### src/rtl/core/gflq_pkg.sv
// Package for the group favoring lock queue: codes, constants, state type
// and the command/status structs between controller and datapath.
// No dependencies.
package gflq_pkg;

    // Request kinds
    localparam logic [2:0] KIND_CREATE  = 3'd0;
    localparam logic [2:0] KIND_DESTROY = 3'd1;
    localparam logic [2:0] KIND_ENQUEUE = 3'd2;
    localparam logic [2:0] KIND_TAKE    = 3'd3;
    localparam logic [2:0] KIND_RELEASE = 3'd4;

    // Response status codes
    localparam logic [1:0] STS_OK   = 2'd0;
    localparam logic [1:0] STS_ERR  = 2'd1;
    localparam logic [1:0] STS_WAIT = 2'd2;

    localparam logic [6:0] FAVOR_MAX  = 7'd100;
    localparam logic [7:0] MOD_BASE   = 8'd100;
    localparam logic [8:0] GROUP_NONE = 9'h1FF;

    // Reciprocal of 100 scaled by 2^38; exact quotient for any 32-bit value
    localparam logic [31:0] MOD_RECIP = 32'd2748779070;
    localparam int          MOD_SHIFT = 38;

    typedef enum logic [3:0] {
        ST_IDLE,
        ST_DECODE,
        ST_TAKE,
        ST_SCAN,
        ST_MOD,
        ST_FAVOR,
        ST_SHIFT_RD,
        ST_SHIFT_WR,
        ST_PUT,
        ST_RESULT
    } state_t;

    typedef struct packed {
        logic in_ready;
        logic decode;
        logic take_chk;
        logic scan_step;
        logic mod_step;
        logic shift_rd;
        logic shift_wr;
        logic put;
        logic emit;
    } cmd_t;

    typedef struct packed {
        logic in_fire;
        logic go_take;
        logic go_scan;
        logic scan_hit;
        logic scan_hit_zero;
        logic scan_more;
        logic mod_done;
        logic favor_ok;
        logic shift_last;
        logic out_free;
    } sts_t;

endpackage

### src/rtl/core/gflq_ctrl.sv
// Controller state machine of the lock queue.
// Depends on gflq_pkg (state_t, cmd_t, sts_t).
module gflq_ctrl (
    input  logic          clk,
    input  logic          rst_n,
    input  gflq_pkg::sts_t sts,
    output gflq_pkg::cmd_t cmd
);
    gflq_pkg::state_t state_reg, state_next;

    // Hold state
    always_ff @(posedge clk or negedge rst_n)
    begin
        if (!rst_n)
        begin
            state_reg <= gflq_pkg::ST_IDLE;
        end
        else
        begin
            state_reg <= state_next;
        end
    end

    // Advance and issue commands
    always_comb
    begin
        state_next = state_reg;
        cmd        = '0;
        case (state_reg)
            gflq_pkg::ST_IDLE:
            begin
                cmd.in_ready = 1'b1;
                if (sts.in_fire)
                begin
                    state_next = gflq_pkg::ST_DECODE;
                end
            end
            gflq_pkg::ST_DECODE:
            begin
                cmd.decode = 1'b1;
                if (sts.go_take)
                begin
                    state_next = gflq_pkg::ST_TAKE;
                end
                else if (sts.go_scan)
                begin
                    state_next = gflq_pkg::ST_SCAN;
                end
                else
                begin
                    state_next = gflq_pkg::ST_RESULT;
                end
            end
            gflq_pkg::ST_TAKE:
            begin
                cmd.take_chk = 1'b1;
                state_next   = gflq_pkg::ST_RESULT;
            end
            gflq_pkg::ST_SCAN:
            begin
                cmd.scan_step = 1'b1;
                if (sts.scan_hit)
                begin
                    state_next = sts.scan_hit_zero ? gflq_pkg::ST_RESULT : gflq_pkg::ST_MOD;
                end
                else if (!sts.scan_more)
                begin
                    state_next = gflq_pkg::ST_RESULT;
                end
            end
            gflq_pkg::ST_MOD:
            begin
                cmd.mod_step = 1'b1;
                if (sts.mod_done)
                begin
                    state_next = gflq_pkg::ST_FAVOR;
                end
            end
            gflq_pkg::ST_FAVOR:
            begin
                state_next = sts.favor_ok ? gflq_pkg::ST_SHIFT_RD : gflq_pkg::ST_RESULT;
            end
            gflq_pkg::ST_SHIFT_RD:
            begin
                cmd.shift_rd = 1'b1;
                state_next   = gflq_pkg::ST_SHIFT_WR;
            end
            gflq_pkg::ST_SHIFT_WR:
            begin
                cmd.shift_wr = 1'b1;
                state_next   = sts.shift_last ? gflq_pkg::ST_PUT : gflq_pkg::ST_SHIFT_RD;
            end
            gflq_pkg::ST_PUT:
            begin
                cmd.put    = 1'b1;
                state_next = gflq_pkg::ST_RESULT;
            end
            gflq_pkg::ST_RESULT:
            begin
                if (sts.out_free)
                begin
                    cmd.emit   = 1'b1;
                    state_next = gflq_pkg::ST_IDLE;
                end
            end
            default:
            begin
                state_next = gflq_pkg::ST_IDLE;
            end
        endcase
    end
endmodule

### config.mk
export PLATFORM = sky130hd
export DESIGN_NAME = gflq_ctrl
export DESIGN_NICKNAME = d
export VERILOG_FILES = /design/src/rtl/core/gflq_pkg.sv /design/src/rtl/core/gflq_ctrl.sv
export SDC_FILE = /design/constraint.sdc
export NUM_CORES = 1
export LEC_CHECK = 0
export ABC_CLOCK_PERIOD_IN_PS = 1600
export CORE_AREA = 8 8 45 47
export CTS_CLUSTER_DIAMETER = 120
export DETAILED_ROUTE_END_ITERATION = 6
export DIE_AREA = 0 0 53 55
export DONT_BUFFER_PORTS = 1
export GPL_TIMING_DRIVEN = 0
export PLACE_DENSITY = 0.5
export SLEW_MARGIN = 30
export SYNTH_ARGS = -nofsm -noshare
export SYNTH_HDL_FRONTEND = slang
export SYNTH_SLANG_ARGS = --single-unit
### constraint.sdc
create_clock -name clk -period 1.6 [get_ports clk]
set_input_delay 0.32 -clock clk [delete_from_list [all_inputs] [get_ports clk]]
set_output_delay 0.32 -clock clk [all_outputs]
set_load 0.05 [all_outputs]
[Yosys cells after proc, flatten, opt, wreduce, memory -nomap -nowiden]
Index checks and enable logic that the tools add are counted.
Storage, ports and cells
  word-level logic and storage cells: 38
  output and inout bits: 9
  flip-flop bits (word level): 4
  input bits: 12
Cells by class
  equal/unequal tests: 13
  multiplexer cells: 21
  reductions and logical operators: 3
Operator list (count)
  4-bit two-way mux: 10
  4-bit case mux with 9 select lines: 1
  4-bit by 3-bit == test with 1-bit output (second input constant): 4
  1-bit two-way mux: 10
  4-bit by 2-bit == test with 1-bit output (second input constant): 2
  4-bit == test (second input constant): 2
  2-bit inequality test (second input constant): 3
  4-bit by 1-bit == test with 1-bit output (second input constant): 1
  4-bit logical NOT: 1
  4-bit AND reduction: 1
  3-bit inequality test (second input constant): 1
  2-bit OR reduction: 1

[Logic depth before layout (Yosys ltp)]
  word-level depth: 3
  mapped depth: 6
  mapped depth without buffers: 4

[Worst setup path after synthesis]
OpenSTA, ideal clock, no wires.
  path type: flip-flop to output port
  start point: register state_reg[1]
  end point: output port cmd[8] in the netlist's numbering
  buffers on the path: 2
  required time: 1.280 ns
  slack: -0.931 ns
  cell stages (with the launch flop): 4
  arrival: 2.211 ns
  cell sequence: dfrtp_1 > buf_6 > clkbuf_1 > nor4_1
RTL lines
  start, declared: RTL line gflq_ctrl.sv:9  | gflq_pkg::state_t state_reg, state_next;
  start signal, assigned: RTL line gflq_ctrl.sv:16  | state_reg <= gflq_pkg::ST_IDLE;
  start signal, assigned: RTL line gflq_ctrl.sv:20  | state_reg <= state_next;
  end, declared: RTL line gflq_ctrl.sv:7  | output gflq_pkg::cmd_t cmd

==> results.md <==
* Outcome: finished with violations
* Failing checks: setup timing
* Slew margin rel. at 0.485
* Gr busiest metal: met2
* Starting DRT DRC Count at 11
* Crit end category: output pin
* Top cell type by total area after synthesis: dfrtp_1
* Setup WS post-layout at -0.234 ns
* FF+latch area at 103 sq um
* Worst-path fanout max at 4
* Fraction of registers with async set/reset at 1.00
* CP Launch Type: register
* Synth cell types at 32
* Worst path cell trace: buf_8 -> nor4b_4
* Worst Path Required at 1.28 ns
* Largest register FFs at 4
* Vias in the first global route at 609
* Post-synth EDFFs at 0
* Cell area after layout at 815 sq um
* Initial Util at 0.338
* Layout cells sized above 1 at 0.579
* CTS Sinks at 4
* Crit path max-delay family: simple AND/OR/NAND/NOR gates
* Antenna cells at 0
* CTS tree: built
* Worst-path clk slew at 0.04 ns
* DIE AREA at 2920 sq um
* Remaining global-route overflow at 0
* HPWL after DPL at 1060 microns
* First-pass iteration count of the detailed router at 2
* Post-Route WL at 1660 microns
* Unrepaired setup endpoints after global routing: true
* CTS Root Cell: clkbuf_4
* PortBufs at 0
* Worst path arrival time at 1.51 ns
* Nets@finish at 90
* Largest net degree at the start of global routing at 9
* Peak supply drop at 0.00110 V
* Crit Path Category: register to output pin
* CTS Buffer Depth at 2
* Ys flop type: dfrtp_1
* Routed vias at 529
* Area occupied by multi-input gates at 439 sq um
* Post-DP Area at 577 sq um
* Synthesized area at 468 sq um
* Endpoints failing hold at 0
* DR WL/cell at 18.1 microns
* CTS Buf Count at 3
* CORE AREA at 1380 sq um
* Period utilization at 1.15
* DIE WIDTH at 53 microns
* Final ANT Viol Nets at 0
* Largest cells by area after synthesis: dfrtp_1 (21%), nor4b_2 (9.6%), nand2b_1 (5.3%), nor3_1 (5.3%), a21oi_1 (4.3%)
* Met2 Resource Use GR at 0.201
* Leak pwr at 0.323 nW
* Max Slew Vio Count at 0
* Critical path's slowest cell: nor4b_4
* Ys Warns at 0
* GR Util met1 at 0.135
* Synth Instances at 57
* Fin Clk Skew at 0.00655 ns
* All-Layer GR Usage at 0.130
* Min Tclk post-route at 1.83 ns
* RD Place Congestion at 0.766
* Pwr Total at 1.69 mW
* Fmax at 545 MHz
* Die height at 55 microns
* Worst-Margin Slew at 0.770 ns
* Initial antenna violation count at 0
* Vias per cell at 5.75
* H-tree Lvls at 1
* Max cap viols at 0
* Hold Crit Class: input port to register
* Yosys reg bits at 4
* Grt met3 use at 0.0642
* Syn nets at 69
* Setup violators final at 11
* Avg Cell Area, Syn at 8.21 sq um
* Row cnt at 14
* Worst skew pair latency at 0.24 ns
* First-pass GRT wire length at 2770 microns
* PwrDens at 2070 nW/um^2
* IO Pins at 21
* DRC violations left at 0
* Worst Path Buf+Inv at 1
* Crit-path max cell delay at 0.65 ns
* Area Overhead vs Synth at 74.1%
* Post-synth top cells: nor2_1 (5), nor3_1 (5), a21oi_1 (4), dfrtp_1 (4), nand2b_1 (4)
* Layout fillers at 132
* Yosys top cell area share at 0.214
* Sequential area share after synthesis at 0.214
repair_timing:
item	in CTS	in global routing
resized for setup	18	5
buffers inserted	15	0
hold endpoints to repair	4	0
pin swaps	10	6
hold buffers	1	0
setup endpoints to repair	12	12
report_power, final:
group | switching [mW] | total, mW | internal (mW)
Clock | 0.0441 | 0.128 | 0.0840
Combinational | 0.763 | 1.38 | 0.612
Sequential | 0.0409 | 0.187 | 0.146
Total | 0.848 | 1.69 | 0.842
cell families after synthesis:
family | Yosys count | share of synthesized area
compound gates | 15 | 0.233
mux | 1 | 0.0214
buf+inv | 8 | 0.0962
simple gates | 29 | 0.436
flops | 4 | 0.214
final cells by class:
type,count,area share
flip-flops and latches,4,0.126
repair buffers,16,0.160
inverters,2,0.00922
well taps,16,0.0246
multi-input cells,45,0.539
plain buffers,6,0.114
clock buffers,3,0.0276
layout by cell type, fill, tap and decap left out, drive strengths merged, types with 4 or more instances in the layout:
| cell | count |
|---|---|
| clkbuf | 4 |
| nor3 | 5 |
| o21ai | 4 |
| a21oi | 4 |
| nand2b | 4 |
| nor2 | 5 |
| dfrtp | 4 |
| buf | 20 |
| nor4b | 5 |
per-stage QoR:
step | std cells | TNS (ns) | setup WS (ns) | hold slack [ns] | utilization
detailed placement | 73 | -1.38 | -0.270 | 0.0245 | 0.417
global route | 92 | -2.28 | -0.289 | 0.176 | 0.589
floorplan | 57 | -0.309 | -0.0994 | 0.0244 | -
global placement | 73 | -1.41 | -0.262 | 0.0245 | 0.417
finish | 92 | -1.60 | -0.234 | 0.181 | 0.589
CTS | 92 | -1.81 | -0.255 | 0.175 | 0.571
final timing paths:
check | from | endpoint | slack (ns) | cells after the start
min | sts[0] | state_reg[3] | 0.18 | 1
min in group asynchronous | rst_n | state_reg[0] | 0.35 | 1
min reg2reg | state_reg[3] | state_reg[2] | 0.77 | 3
max | state_reg[2] | cmd[7] | -0.23 | 2
max reg2reg | state_reg[2] | state_reg[3] | -0.13 | 6
max in group asynchronous | rst_n | state_reg[2] | 1.05 | 1
per-layer routing:
metal	routed length, microns	part of all wire
met3	157	0.094
met2	775	0.47
met5	0	0
met1	690	0.41
met4	39	0.023
Power figures use the tool's default switching activity.
